## src/design/mbp_pkg.sv

```systemverilog
`timescale 1ns / 1ps
package mbp_pkg;

	localparam int BYTE_BITS  = 8;
	localparam int CODE_MAX   = 32;
	localparam int TOTAL_W    = 48;
	localparam int MAX_BYTES  = 4;

	localparam logic FUNC_PUT   = 1'b0;
	localparam logic FUNC_ALIGN = 1'b1;

	typedef struct packed {
		logic        func;
		logic [31:0] value;
		logic [5:0]  bit_count;
	} in_item_t;

	typedef struct packed {
		logic [7:0]         out_byte;
		logic               last_of_run;
		logic [TOTAL_W-1:0] total_bits;
	} out_item_t;

	// bytes[0] is the first byte of the stream
	typedef struct packed {
		logic [MAX_BYTES-1:0][7:0] bytes;
		logic [2:0]                nbytes;
		logic [TOTAL_W-1:0]        total;
	} job_t;

	typedef struct packed {
		logic [3:0] free_bits;
	} front_stat_t;

endpackage

```

## src/design/msb_first_bit_packer.sv

```systemverilog
// MSB-first bit packer.
// Request channel: push/full. A put request appends the low bit_count bits of
// value (counts above 32 act as 32); an align request pads with zeros to the
// next byte boundary. Result channel: empty/pop. Each completed byte comes out
// with last_of_run set on the final byte of its request and the saturating
// running bit total.
// One request is taken every cycle while the job queue (DEPTH entries) has
// room; a request that completes no byte uses no queue slot. The back end
// emits one byte per cycle while its output register is free or being popped,
// so a request completing k bytes occupies it until all k are out. The first
// byte of a request passes the queue write, the job load and the output register.
// Reset clears the partial byte, the bit total, the queue and the output valid flag.
// When pop stays low the output holds, the back end stops, the queue fills
// and full rises until results drain.
`timescale 1ns / 1ps
module msb_first_bit_packer
	import mbp_pkg::*;
#(
	parameter int DEPTH = 4
) (
	input  logic      clk,
	input  logic      arst_n,
	input  logic      push,
	output logic      full,
	input  in_item_t  item,
	output logic      empty,
	input  logic      pop,
	output out_item_t result
);

	logic        accept;
	job_t        f_job;
	logic        f_push;
	front_stat_t f_stat;
	job_t        q_data;
	logic        q_empty;
	logic        q_full;
	logic        q_pop;

	assign full   = q_full;
	assign accept = push && !q_full;

	mbp_front u_front (
		.clk      (clk),
		.arst_n   (arst_n),
		.accept   (accept),
		.item     (item),
		.job      (f_job),
		.job_push (f_push),
		.stat     (f_stat)
	);

	mbp_jobq #(
		.DEPTH (DEPTH)
	) u_jobq (
		.clk     (clk),
		.arst_n  (arst_n),
		.wr_en   (f_push),
		.wr_data (f_job),
		.rd_en   (q_pop),
		.rd_data (q_data),
		.q_full  (q_full),
		.q_empty (q_empty)
	);

	mbp_back u_back (
		.clk     (clk),
		.arst_n  (arst_n),
		.q_data  (q_data),
		.q_empty (q_empty),
		.q_pop   (q_pop),
		.pop     (pop),
		.empty   (empty),
		.result  (result)
	);

`ifndef SYNTHESIS
	a_free_range: assert property (@(posedge clk) disable iff (!arst_n)
		f_stat.free_bits >= 4'd1 && f_stat.free_bits <= 4'(BYTE_BITS))
		else $error("free bit count out of range");

	a_run_continues: assert property (@(posedge clk) disable iff (!arst_n)
		(pop && !empty && !result.last_of_run) |=>
		(!empty && $stable(result.total_bits)))
		else $error("run broken before its last byte");

	a_total_monotonic: assert property (@(posedge clk) disable iff (!arst_n)
		(pop && !empty && result.last_of_run) |=>
		(empty || result.total_bits >= $past(result.total_bits)))
		else $error("bit total went backwards");
`endif

endmodule

```

## src/design/mbp_front.sv

```systemverilog
`timescale 1ns / 1ps
module mbp_front
	import mbp_pkg::*;
(
	input  logic        clk,
	input  logic        arst_n,
	input  logic        accept,
	input  in_item_t    item,
	output job_t        job,
	output logic        job_push,
	output front_stat_t stat
);

	logic [7:0]         partial_q;
	logic [3:0]         free_q;
	logic [TOTAL_W-1:0] total_q;

	logic [2:0]         used;
	logic [5:0]         count_eff;
	logic [31:0]        value_eff;
	logic [31:0]        v_al;
	logic [39:0]        win;
	logic [4:0][7:0]    wb;
	logic [5:0]         n_bits;
	logic [2:0]         nb;
	logic [2:0]         rem;
	logic [7:0]         rem_byte;
	logic [TOTAL_W:0]   sum;
	logic [TOTAL_W-1:0] total_nx;

	always_comb begin
		used = 3'(4'(BYTE_BITS) - free_q);
		if (item.func == FUNC_ALIGN) begin
			value_eff = '0;
			count_eff = (free_q == 4'(BYTE_BITS)) ? 6'd0 : {2'b00, free_q};
		end else begin
			value_eff = item.value;
			count_eff = (item.bit_count > 6'(CODE_MAX)) ? 6'(CODE_MAX) : item.bit_count;
		end
		v_al     = value_eff << (6'(CODE_MAX) - count_eff);
		win      = {partial_q, v_al} << (4'(BYTE_BITS) - {1'b0, used});
		wb       = win;
		n_bits   = {3'b000, used} + count_eff;
		nb       = n_bits[5:3];
		rem      = n_bits[2:0];
		rem_byte = wb[3'd4 - nb];
		sum      = {1'b0, total_q} + (TOTAL_W+1)'(count_eff);
		total_nx = sum[TOTAL_W] ? '1 : sum[TOTAL_W-1:0];
	end

	always_comb begin
		for (int k = 0; k < MAX_BYTES; k++) begin
			job.bytes[k] = wb[4-k];
		end
		job.nbytes = nb;
		job.total  = total_nx;
		job_push   = accept && (nb != 3'd0);
		stat.free_bits = free_q;
	end

	always_ff @(posedge clk or negedge arst_n) begin
		if (!arst_n) begin
			partial_q <= '0;
			free_q    <= 4'(BYTE_BITS);
			total_q   <= '0;
		end else if (accept) begin
			partial_q <= rem_byte >> (4'(BYTE_BITS) - {1'b0, rem});
			free_q    <= 4'(BYTE_BITS) - {1'b0, rem};
			total_q   <= total_nx;
		end
	end

endmodule

```

## src/design/mbp_jobq.sv

```systemverilog
`timescale 1ns / 1ps
module mbp_jobq
	import mbp_pkg::*;
#(
	parameter int DEPTH = 4
) (
	input  logic clk,
	input  logic arst_n,
	input  logic wr_en,
	input  job_t wr_data,
	input  logic rd_en,
	output job_t rd_data,
	output logic q_full,
	output logic q_empty
);

	localparam int PW = (DEPTH > 1) ? $clog2(DEPTH) : 1;
	localparam int CW = $clog2(DEPTH + 1);

	job_t          mem_q [DEPTH];
	logic [PW-1:0] wr_ptr_q;
	logic [PW-1:0] rd_ptr_q;
	logic [CW-1:0] cnt_q;

	assign q_full  = (cnt_q == CW'(DEPTH));
	assign q_empty = (cnt_q == '0);
	assign rd_data = mem_q[rd_ptr_q];

	always_ff @(posedge clk) begin
		if (wr_en) begin
			mem_q[wr_ptr_q] <= wr_data;
		end
	end

	always_ff @(posedge clk or negedge arst_n) begin
		if (!arst_n) begin
			wr_ptr_q <= '0;
			rd_ptr_q <= '0;
			cnt_q    <= '0;
		end else begin
			if (wr_en) begin
				wr_ptr_q <= (wr_ptr_q == PW'(DEPTH - 1)) ? '0 : wr_ptr_q + 1'b1;
			end
			if (rd_en) begin
				rd_ptr_q <= (rd_ptr_q == PW'(DEPTH - 1)) ? '0 : rd_ptr_q + 1'b1;
			end
			unique case ({wr_en, rd_en})
				2'b10:   cnt_q <= cnt_q + 1'b1;
				2'b01:   cnt_q <= cnt_q - 1'b1;
				default: cnt_q <= cnt_q;
			endcase
		end
	end

endmodule

```

## src/design/mbp_back.sv

```systemverilog
`timescale 1ns / 1ps
module mbp_back
	import mbp_pkg::*;
(
	input  logic      clk,
	input  logic      arst_n,
	input  job_t      q_data,
	input  logic      q_empty,
	output logic      q_pop,
	input  logic      pop,
	output logic      empty,
	output out_item_t result
);

	job_t       job_q;
	logic       job_valid_q;
	logic [1:0] idx_q;
	out_item_t  out_q;
	logic       out_valid_q;

	logic slot_free;
	logic emit;
	logic finish;

	assign slot_free = !out_valid_q || pop;
	assign emit      = job_valid_q && slot_free;
	assign finish    = ({1'b0, idx_q} + 3'd1) == job_q.nbytes;
	assign q_pop     = !q_empty && (!job_valid_q || (emit && finish));
	assign empty     = !out_valid_q;
	assign result    = out_q;

	always_ff @(posedge clk) begin
		if (q_pop) begin
			job_q <= q_data;
		end
		if (emit) begin
			out_q.out_byte    <= job_q.bytes[idx_q];
			out_q.last_of_run <= finish;
			out_q.total_bits  <= job_q.total;
		end
	end

	always_ff @(posedge clk or negedge arst_n) begin
		if (!arst_n) begin
			job_valid_q <= 1'b0;
			idx_q       <= '0;
			out_valid_q <= 1'b0;
		end else begin
			if (q_pop) begin
				job_valid_q <= 1'b1;
				idx_q       <= '0;
			end else if (emit) begin
				job_valid_q <= !finish;
				idx_q       <= idx_q + 1'b1;
			end
			if (emit) begin
				out_valid_q <= 1'b1;
			end else if (pop) begin
				out_valid_q <= 1'b0;
			end
		end
	end

endmodule
```

## config.mk

```make
export PLATFORM = sky130hd
export DESIGN_NAME = msb_first_bit_packer
export DESIGN_NICKNAME = d
export VERILOG_FILES = /design/src/design/mbp_pkg.sv /design/src/design/msb_first_bit_packer.sv /design/src/design/mbp_front.sv /design/src/design/mbp_jobq.sv /design/src/design/mbp_back.sv
export SDC_FILE = /design/constraint.sdc
export NUM_CORES = 1
export LEC_CHECK = 0
export BUFFER_PORTS_ARGS = -buffer_cell sky130_fd_sc_hd__buf_2
export CAP_MARGIN = 15
export CORE_AREA = 2 2 213 236
export DETAILED_ROUTE_END_ITERATION = 7
export DIE_AREA = 0 0 215 238
export HOLD_SLACK_MARGIN = 0.05
export PLACE_DENSITY_LB_ADDON = 0.3
export SYNTH_ARGS = -nofsm -noshare
export SYNTH_HDL_FRONTEND = slang
export SYNTH_HIERARCHICAL = 1
export SYNTH_SLANG_ARGS = --single-unit
```

## constraint.sdc

```tcl
create_clock -name clk -period 9.9 [get_ports clk]
set_clock_uncertainty 0.15 [all_clocks]
set_input_delay 1.485 -clock clk [delete_from_list [all_inputs] [get_ports clk]]
set_output_delay 1.485 -clock clk [all_outputs]
set_load 0.1 [all_outputs]
```

# After elaboration in Yosys (flattened, before gate mapping)
# Memories as Yosys holds them, arrays and structs flattened. A register that Yosys moved wholly into a read port is not among the register bits.
# Cells that the tools add are included.
# W data, S select, Z words.
# op_classes
addsub	13
n_eq_ne	7
n_mux	20
order_cmp	3
shifts	3
reduce_logical	17
# ops
cell	n
$add A48 B6 Y49	1
$mux W48	1
$shl A40 B4 Y40	1
$mux W32	1
$shl A32 B6 Y32	1
$bmux W8 S3	1
$bmux W8 S2	1
$mux W8	2
$mux W6	2
$mux W2	4
$shr A8 B4 Y8	1
$sub A4 B3 Y4 const A	2
$add A2 B1 Y2 const B	3
$add A3 B6 Y6	1
$eq A2 B2 Y1 const B	3
$gt A6 B6 Y1 const B	1
$mux W1	6
$pmux W3 S2	1
$reduce_bool A2 Y1	3
$sub A6 B6 Y6 const A	1
$logic_and A1 B1 Y1	5
$logic_not A1 Y1	5
$eq A4 B4 Y1 const B	1
$lt A3 B4 Y1 const B	1
13 further kinds	14
# word_totals
output_inout_bits	59
ff_bits	128
memories	1
ramBits	332
wordCells	76
input_bits	43
# mem_list
name	words	width	rd	rd_clocked_by_memory_dff	wr	line_no	rtl
u_jobq.mem_q	4	83	1	1	1	mbp_jobq.sv:20	job_t mem_q [DEPTH];

# Depth between registers and ports, before layout
# Gate-level depths: netlist of the first run.
# logic_depth
word_depth	9
ltp_mapped	28

# Cells and area by module
# The synthesis of the first run kept the hierarchy.
# modules_own_cells
mod	seq_area_each_um2	cells_each	area_each_um2	instances
mbp_jobq	10144.7	472	12445.7	1
mbp_front	1502.7	1277	9521.6	1
mbp_back	4304.1	176	4687.0	1
msb_first_bit_packer	0.0	1	13.8	1

# Worst setup path before layout of the first run
# No wires, ideal clock.
# synth_path
path_type	input to register
startpoint	in item[38] (netlist name)
endpoint	mem u_jobq/mem_q[3][0] (netlist name) (enable)
arrival_time_ns	6.044
stages	13
setup_ns	0.451
slack_ns	3.255
cell_sequence	buf_6 -> and2_1 -> a22o_1 -> ha_1 -> a21o_1 -> a21oi_1 -> xnor2_1 -> clkinv_1 -> clkbuf_1 -> ha_1 -> ha_1 -> nor2_1 -> and2_1
# synth_via
elab_chain_len	6
# synth_rtl
item	line_no	rtl
start, declared	msb_first_bit_packer.sv:25	input in_item_t item,
$mux W6	mbp_front.sv:33	if (item.func == FUNC_ALIGN) begin
$add A3 B6 Y6	mbp_front.sv:43	n_bits = {3'b000, used} + count_eff;
$reduce_bool A3 Y1	mbp_front.sv:57	job_push = accept && (nb != 3'd0);
$logic_and A1 B1 Y1	mbp_front.sv:57	
via f_push	msb_first_bit_packer.sv:33	logic f_push;
$mux W1	mbp_jobq.sv:30	if (wr_en) begin
$mux W1 (not written as such)	mbp_jobq.sv:31	mem_q[wr_ptr_q] <= wr_data;
end, declared	mbp_jobq.sv:20	
# The timed path passes the listed nets, and every way through them passes these cells.

# Final worst setup path of the first run
# layout_path
startpoint	reg u_front.free_q[0] (netlist: u_front/stat[0])
endpoint	reg u_front.partial_q[1]
# layout_via
elab_chain_len	9
# layout_rtl
item	line_no	rtl
start, declared	mbp_front.sv:15	logic [3:0] free_q;
start signal, assigned	mbp_front.sv:64	free_q <= 4'(BYTE_BITS);
start signal, assigned	mbp_front.sv:68	free_q <= 4'(BYTE_BITS) - {1'b0, rem};
$eq A4 B4 Y1	mbp_front.sv:35	count_eff = (free_q == 4'(BYTE_BITS)) ? 6'd0 : {2'b00, free_q};
$mux W4	mbp_front.sv:35	
$mux W6	mbp_front.sv:33	
$sub A6 B6 Y6	mbp_front.sv:40	v_al = value_eff << (6'(CODE_MAX) - count_eff);
$shl A32 B6 Y32	mbp_front.sv:40	
$shl A40 B4 Y40	mbp_front.sv:41	win = {partial_q, v_al} << (4'(BYTE_BITS) - {1'b0, used});
$bmux W8 S3	mbp_front.sv:46	rem_byte = wb[3'd4 - nb];
$mux W8 (not written as such)	mbp_front.sv:46	
$shr A8 B4 Y8 (*)	mbp_front.sv:67	partial_q <= rem_byte >> (4'(BYTE_BITS) - {1'b0, rem});
end signal, assigned	mbp_front.sv:67	
end, declared	mbp_front.sv:14	logic [7:0] partial_q;
# Every way passes the cells marked *; elsewhere a longest branch is shown, timed or not. The select of a mux whose other input is x is not followed.
# A chain may end at the register's enable or synchronous reset.

==> results by group, run 1 <==
Status
  – Outcome: completed

Cells and area
  – Antenna cells: 0
  – Layout Nets: 2043
  – Layout cells sized above 1: 19.3%
  – Layout Area Growth over Synthesis: 9.82%
  – Fin util: 60.1%
  – Most frequent cells in the layout: 472 x edfxtp_1, 163 x nand2_1, 123 x nor2_1, 100 x buf_2, 98 x mux4_2
  – Commonest non-fill, non-tap cell in the layout: edfxtp_1

Power
  – Combinational share of power: 48.4%
  – Switching share of power: 43.8%
  – VDD IR max: 0.000268 V
  – Cell Pwr Density: 388 mW/mm²
  – Psw: 4.98 mW
  – Static leakage: 9.80 nW
  – Int Pwr: 6.39 mW
  – Register share of total power: 33.6%
  – Clk network pwr share: 18.0%

Route
  – DRT Wirelength: 72000 µm
  – DRC viols: 0
  – Pre-antenna DRT Iters: 6
  – Vias per cell: 6.60
  – Met1 wire length: 29500 µm
  – Starting DRT DRC Count: 1987
  – DR vias: 17635
  – ANT nets after route: 0
  – Met2 WL: 35300 µm
  – Top sig layer: met4
  – Drt wl/cell: 26.9 µm
  – Met3 WL post-DR: 4010 µm

Clock tree
  – Setup Fix Bufs, Post-CTS: 0
  – Longest Clk Path Bufs: 3
  – CTS Root Cell: clkbuf_16
  – Clk sink count: 543
  – Post-CTS Hold Buffers: 0
  – Worst-Skew Late Latency: 0.61 ns
  – Post-CTS Resized: 0
  – Clk pin slew, worst setup/hold paths: 0.06 ns
  – Htree depth: 2
  – CTS tree: yes
  – Total CTS buffers: 52

Die
  – Die area: 0.0512 mm²
  – I/O Pins: 102
  – Rows: 85
  – Die width: 215 µm
  – Die height: 238 µm
  – Area of the core: 0.0487 mm²
  – Initial Utilization: 54.7%

Synth
  – Yosys reg bits: 543
  – Synth Instances: 1926
  – Syn Std Cell Area: 0.0267 mm²
  – Sequential cell area fraction in the yosys report: 59.8%
  – Avg Cell Area, Syn: 13.8 µm²
  – Post-synthesis net count: 1992
  – Post-synth EDFFs: 472
  – Synth cell types: 111
  – Ys async rst share: 13.1%
  – Yosys warning count: 6
  – Top FF cell, synth: edfxtp_1

Min path
  – Min-Delay Path Class: reg -> reg

Setup path
  – Worst R2R Setup Slack: 2.43 ns
  – Critical Path Start Type: flip-flop
  – Data required, critical path: 10.21 ns
  – Critical Path AT: 7.78 ns
  – Crit path kind: reg -> reg
  – Crit Path Max Fanout: 45
  – CP endpoint kind: flip-flop

GRT
  – First-pass GRT wire length: 110000 µm
  – Global-route usage over all layers: 28.3%
  – Vias in the first global route: 17473
  – Largest net degree at the start of global routing: 96
  – Initial antenna violation count: 0
  – Grt total ovfl: 0

STA
  – Final setup violation count: 0
  – Fmax: 134 MHz
  – RSZ-0062 raised after global routing: no
  – Period utilisation layout: 75.5%
  – Worst-margin pin slew: 1.11 ns
  – Fin Setup TNS: 0 ns
  – Min cycle time layout: 7.47 ns
  – Final slew viol count: 0
  – Final hold viol count: 0
  – Slew HR: 25.2%

Job
  – Maxcap violations: 0

Placed design
  – Routability cong.: 0.954
  – Post-DP HPWL: 49000 µm
  – I/O Buffers: 101
-- area by class of cell --
type | instances | area (µm²)
Clock buffer | 72 | 1470
Clock inverter | 26 | 343
Fill cell | 3740 | 19400
Inverter | 42 | 163
Multi-Input combinational cell | 1212 | 9840
Sequential cell | 543 | 16000
Tap cell | 652 | 816
Timing Repair Buffer | 126 | 696
-- synth_stat cells, types with 15 or more instances --
master	instances	area share, %
a211oi_1	23	0.65
a21oi_1	56	1.1
a22oi_1	17	0.48
a31oi_1	50	1.2
and2_1	15	0.35
and3_1	17	0.40
buf_2	30	0.56
clkbuf_1	59	0.83
dfrtp_1	70	6.6
edfxtp_1	472	53
ha_1	20	0.94
inv_1	34	0.48
mux2_2	21	0.89
mux2i_1	54	2.0
mux4_2	98	8.3
nand2_1	163	2.3
nand3_1	56	1.1
nand4_1	24	0.56
nor2_1	124	1.7
nor3_1	34	0.64
o211ai_1	23	0.65
o21ai_0	62	1.2
o221ai_1	24	0.79
o22ai_1	33	0.77
xnor2_1	20	0.66
xor2_1	33	1.1
-- cell families after synthesis --
| family | count (synthesis) | synth area share (%) |
|---|---|---|
| adders and majority gates | 23 | 1.16 |
| muxes | 183 | 12.1 |
| DFF | 543 | 59.8 |
| and+or+nand+nor | 498 | 9.10 |
| buffers and inverters | 171 | 3.46 |
| xor gates and xnor gates | 54 | 1.80 |
| AOI/OAI and AO/OA | 454 | 12.5 |
-- final timing paths --
kind,from,to,depth (start not counted)
min reg2reg,u_back/job_q[47],u_back/result[47],0
min in group asynchronous,arst_n,u_front/total_q[38],1
max in group asynchronous,arst_n,u_jobq/rd_ptr_q[0],1
max,u_front/stat[0],u_front/partial_q[1],18
min,u_back/job_q[47],u_back/result[47],0
max reg2reg,u_front/stat[0],u_front/partial_q[1],18
-- worst max-delay path: stages, from the launching register on --
cell and delay (ns):
dfrtp_1 0.32, buf_4 0.46, clkinv_1 0.18, ha_1 0.47, nand3b_4 0.24, a22o_1 0.27
inv_1 0.12, ha_1 0.68, clkinv_1 0.89, mux2i_1 0.38, o21ai_1 0.63, o211ai_1 0.33
a22oi_1 0.57, o22ai_1 0.20, o41ai_1 0.42, a22oi_1 0.26, a211oi_1 0.38, a211oi_1 0.09
o32ai_1 0.26
-- sequential cells by signal, indices dropped and copies added, names as in the netlist --
name,cells
u_jobq/mem_q,332
u_jobq/rd_ptr_q,2
u_jobq/wr_ptr_q,2
u_back/job_q,83
u_jobq/cnt_q,3
u_back/result,57
u_back/idx_q,2
u_front/partial_q,8
u_front/stat,4
u_front/total_q,48
u_back/job_valid_q,1
u_back/out_valid_q,1
-- routing by layer --
layer,global-route usage (%),vias up
met2,47.3,774
met5,0,-
li1,-,7789
met1,38.4,8901
met4,11.4,0
met3,3.26,171
-- metrics by stage --
stage               hold slack (ns)  std cells  setup slack [ns]  instance area, µm²  total power, mW
finish                        0.225       2673              2.43               29300             11.4
detailed placement            0.255       2575              2.13               27500             9.24
CTS                           0.219       2673              2.66               29300             11.3
global placement              0.252       2575              2.24               27500             9.14
floorplan                     0.250       1926              3.25               26700             7.70
global route                  0.230       2673              2.07               29300             11.9
-- power by group through the flow --
| stage | logic (mW) | clock network (mW) | registers (mW) |
|---|---|---|---|
| 4_1_cts | 5.41 | 2.08 | 3.84 |
| 2_1_floorplan | 3.63 | 0 | 4.07 |
| 6_report | 5.50 | 2.05 | 3.83 |
| 3_5_place_dp | 5.37 | 0 | 3.87 |
| 5_1_grt | 5.84 | 2.17 | 3.89 |
| 3_3_place_gp | 5.31 | 0 | 3.83 |
Power figures use the tool's default switching activity.
==> run 2: changes to the inputs <==
- clock period: 9.9 -> 6.45 ns (I/O delays scaled with it)
==> run 2 against run 1 <==
  * Utilization up 0.80 points
  * Combinational power up 61%
  * Setup slack worse by 1.8 ns
  * Power up 55%
  * Clock power up 45%
  * Maximum frequency up 29%
  * Die area unchanged
  * Cell count up 2.1%
  * Critical path type unchanged
==> results by group, run 2 (synthesized netlist as in run 1, its figures left out) <==
Placed design
  – Setup WS pre-CTS: 0.257 ns (was 2.13 ns)
  – Post-DP HPWL: 49200 µm (was 49000 µm)
  – I/O Buffers: 101 (unchanged)
  – Placed Instances: 2634 (was 2575)
  – Routability cong.: 1.01 (was 0.954)

Setup path
  – CP endpoint kind: flip-flop (unchanged)
  – Worst R2R Setup Slack: 0.64 ns (was 2.43 ns)
  – Crit path kind: reg -> reg (unchanged)
  – Slowest-stage cell, CP: mux4_2 (was clkinv_1)
  – Buffer and inverter count on the worst path: 3 (was 4)
  – Crit Path Max Fanout: 12 (was 45)
  – Data required, critical path: 6.68 ns (was 10.21 ns)
  – Critical Path AT: 6.04 ns (was 7.78 ns)
  – Slowest stage delay, CP: 0.56 ns (was 0.89 ns)
  – Delay-heaviest family, CP: compound AO/OA/AOI/OAI gates (unchanged)
  – Worst-path cell chain: clkinv_1 -> ha_1 -> nand3b_4 -> a31o_4 -> inv_6 -> ha_1 -> buf_4 -> mux4_2 -> a2bb2oi_1 -> a21o_1 -> a32oi_1 -> a221oi_1 -> a22oi_1 -> mux4_2 -> a21o_1 -> nor3_1 -> a211oi_1 -> a211oi_1 -> o32ai_1 (was buf_4 -> clkinv_1 -> ha_1 -> nand3b_4 -> a22o_1 -> inv_1 -> ha_1 -> clkinv_1 -> mux2i_1 -> o21ai_1 -> o211ai_1 -> a22oi_1 -> o22ai_1 -> o41ai_1 -> a22oi_1 -> a211oi_1 -> a211oi_1 -> o32ai_1)
  – Critical Path Start Type: flip-flop (unchanged)

Cells and area
  – Most frequent cells in the layout: 472 x edfxtp_1, 163 x nand2_1, 123 x nor2_1, 100 x buf_2, 98 x mux4_2 (unchanged)
  – Antenna cells: 0 (unchanged)
  – Commonest non-fill, non-tap cell in the layout: edfxtp_1 (unchanged)
  – Largest Register: u_jobq/mem_q (unchanged)
  – Layout Nets: 2101 (was 2043)
  – Max FFs per register: 332 (unchanged)
  – Layout Area Growth over Synthesis: 11.3% (was 9.82%)
  – Post-Layout Cell Count: 2728 (was 2673)
  – Layout cells sized above 1: 21.4% (was 19.3%)

Route
  – Met3 WL post-DR: 4480 µm (was 4010 µm)
  – Pre-antenna DRT Iters: 5 (was 6)
  – Top sig layer: met4 (unchanged)
  – DRT Wirelength: 71800 µm (was 72000 µm)
  – Met2 WL: 34400 µm (was 35300 µm)
  – DR vias: 17938 (was 17635)
  – DRC viols: 0 (unchanged)
  – Met1 wire length: 29900 µm (was 29500 µm)
  – ANT nets after route: 0 (unchanged)
  – Vias per cell: 6.58 (was 6.60)
  – Starting DRT DRC Count: 1776 (was 1987)
  – Drt wl/cell: 26.3 µm (was 26.9 µm)

GRT
  – Global-route usage over all layers: 28.1% (was 28.3%)
  – Vias in the first global route: 17519 (was 17473)
  – Grt total ovfl: 0 (unchanged)
  – Largest net degree at the start of global routing: 95 (was 96)
  – First-pass GRT wire length: 109000 µm (was 110000 µm)
  – Initial antenna violation count: 0 (unchanged)

Clock tree
  – Setup Fix Bufs, Post-CTS: 0 (unchanged)
  – Htree depth: 2 (unchanged)
  – Post-CTS Resized: 0 (unchanged)
  – Clk pin slew, worst setup/hold paths: 0.06 ns (about the same)
  – CTS tree: yes (unchanged)
  – Post-CTS Hold Buffers: 0 (unchanged)
  – Worst-Skew Late Latency: 0.60 ns (was 0.61 ns)
  – Clk sink count: 543 (unchanged)
  – Longest Clk Path Bufs: 3 (unchanged)
  – Total CTS buffers: 51 (was 52)
  – CTS Root Cell: clkbuf_16 (unchanged)

Power
  – Int Pwr: 9.98 mW (was 6.39 mW)
  – Cell Pwr Density: 594 mW/mm² (was 388 mW/mm²)
  – Clk network pwr share: 16.9% (was 18.0%)
  – Register share of total power: 32.9% (was 33.6%)
  – Combinational share of power: 50.2% (was 48.4%)
  – Static leakage: 10.1 nW (was 9.80 nW)
  – VDD IR max: 0.000375 V (was 0.000268 V)
  – Switching share of power: 43.4% (was 43.8%)
  – Psw: 7.65 mW (was 4.98 mW)
  – Total power: 17.6 mW (was 11.4 mW)

Die
  – I/O Pins: 102 (unchanged)
  – Die height: 238 µm (unchanged)
  – Initial Utilization: 54.7% (unchanged)
  – Die width: 215 µm (unchanged)
  – Area of the core: 0.0487 mm² (unchanged)
  – Die area: 0.0512 mm² (unchanged)
  – Rows: 85 (unchanged)

Status
  – Outcome: completed (unchanged)

STA
  – Final worst slack: 0.641 ns (was 2.43 ns)
  – Slew HR: 29.5% (was 25.2%)
  – Fin Setup TNS: 0 ns (unchanged)
  – Fmax: 172 MHz (was 134 MHz)
  – Final slew viol count: 0 (unchanged)
  – Final hold viol count: 0 (unchanged)
  – Min cycle time layout: 5.81 ns (was 7.47 ns)
  – Worst-margin pin slew: 1.06 ns (was 1.11 ns)
  – Period utilisation layout: 90.1% (was 75.5%)
  – Final setup violation count: 0 (unchanged)
  – RSZ-0062 raised after global routing: no (unchanged)

Min path
  – Min-Delay Path Class: reg -> reg (unchanged)

Job
  – Maxcap violations: 0 (unchanged)
run 2: cell types whose count changed in the layout (fill, tap and decap cells not counted), moves of 2 or more:
| cell | change |
|---|---|
| clkbuf_8 | -4 |
| buf_4 | +53 |
| clkinv_2 | +3 |
| inv_6 | -2 |
| buf_12 | +6 |
| clkbuf_1 | -3 |
| clkinv_1 | +3 |
run 2: worst paths after layout:
kind / startpoint / end / cells past startpoint
worst min register to register: u_back/job_q[11] / u_back/result[11] / 0
max in group asynchronous: arst_n / u_jobq/rd_ptr_q[1] / 1
worst max register to register: u_front/stat[0] / u_front/partial_q[1] / 19
worst min-delay path: u_back/job_q[11] / u_back/result[11] / 0
min in group asynchronous: arst_n / u_front/total_q[30] / 1
worst max-delay path: u_front/stat[0] / u_front/partial_q[1] / 19
run 2: layout make-up:
class	instances	area, µm²
fill	3730	19000
sequential	543	16000
multi-input combinational	1212	9830
clock buffer	64	1380
timing repair buffer	185	1210
tap	652	816
clock inverter	30	319
inverter	42	163
run 2: power by group through the flow:
stage	clock network (mW)	registers, mW	logic [mW]
6_report	2.98	5.81	8.85
3_5_place_dp	0	5.87	8.67
2_1_floorplan	0	6.22	5.58
5_1_grt	3.17	5.90	9.42
3_3_place_gp	0	5.82	8.58
4_1_cts	3.04	5.82	8.71
run 2: routing by layer:
metal,up-vias,GRT usage (%)
met5,-,0
met4,0,11.5
met3,154,3.10
met2,849,45.3
met1,9023,39.5
li1,7912,-
run 2: worst register-to-register path, stage by stage, from the launching register on:
cell	delay (ns)
dfrtp_1	0.43
clkinv_1	0.11
ha_1	0.25
nand3b_4	0.13
a31o_4	0.32
inv_6	0.09
ha_1	0.49
buf_4	0.29
mux4_2	0.53
a2bb2oi_1	0.17
a21o_1	0.17
a32oi_1	0.25
a221oi_1	0.42
a22oi_1	0.18
mux4_2	0.56
a21o_1	0.22
nor3_1	0.36
a211oi_1	0.12
a211oi_1	0.24
o32ai_1	0.13
run 2: stage by stage:
stage / hold WS, ns / instance area, µm² / util, %
3_3_place_gp: 0.252 / 28000 / 57.4
6_report: 0.270 / 29700 / 60.9
2_1_floorplan: 0.250 / 26700 / -
3_5_place_dp: 0.255 / 28000 / 57.5
5_1_grt: 0.276 / 29700 / 60.9
4_1_cts: 0.271 / 29700 / 60.9
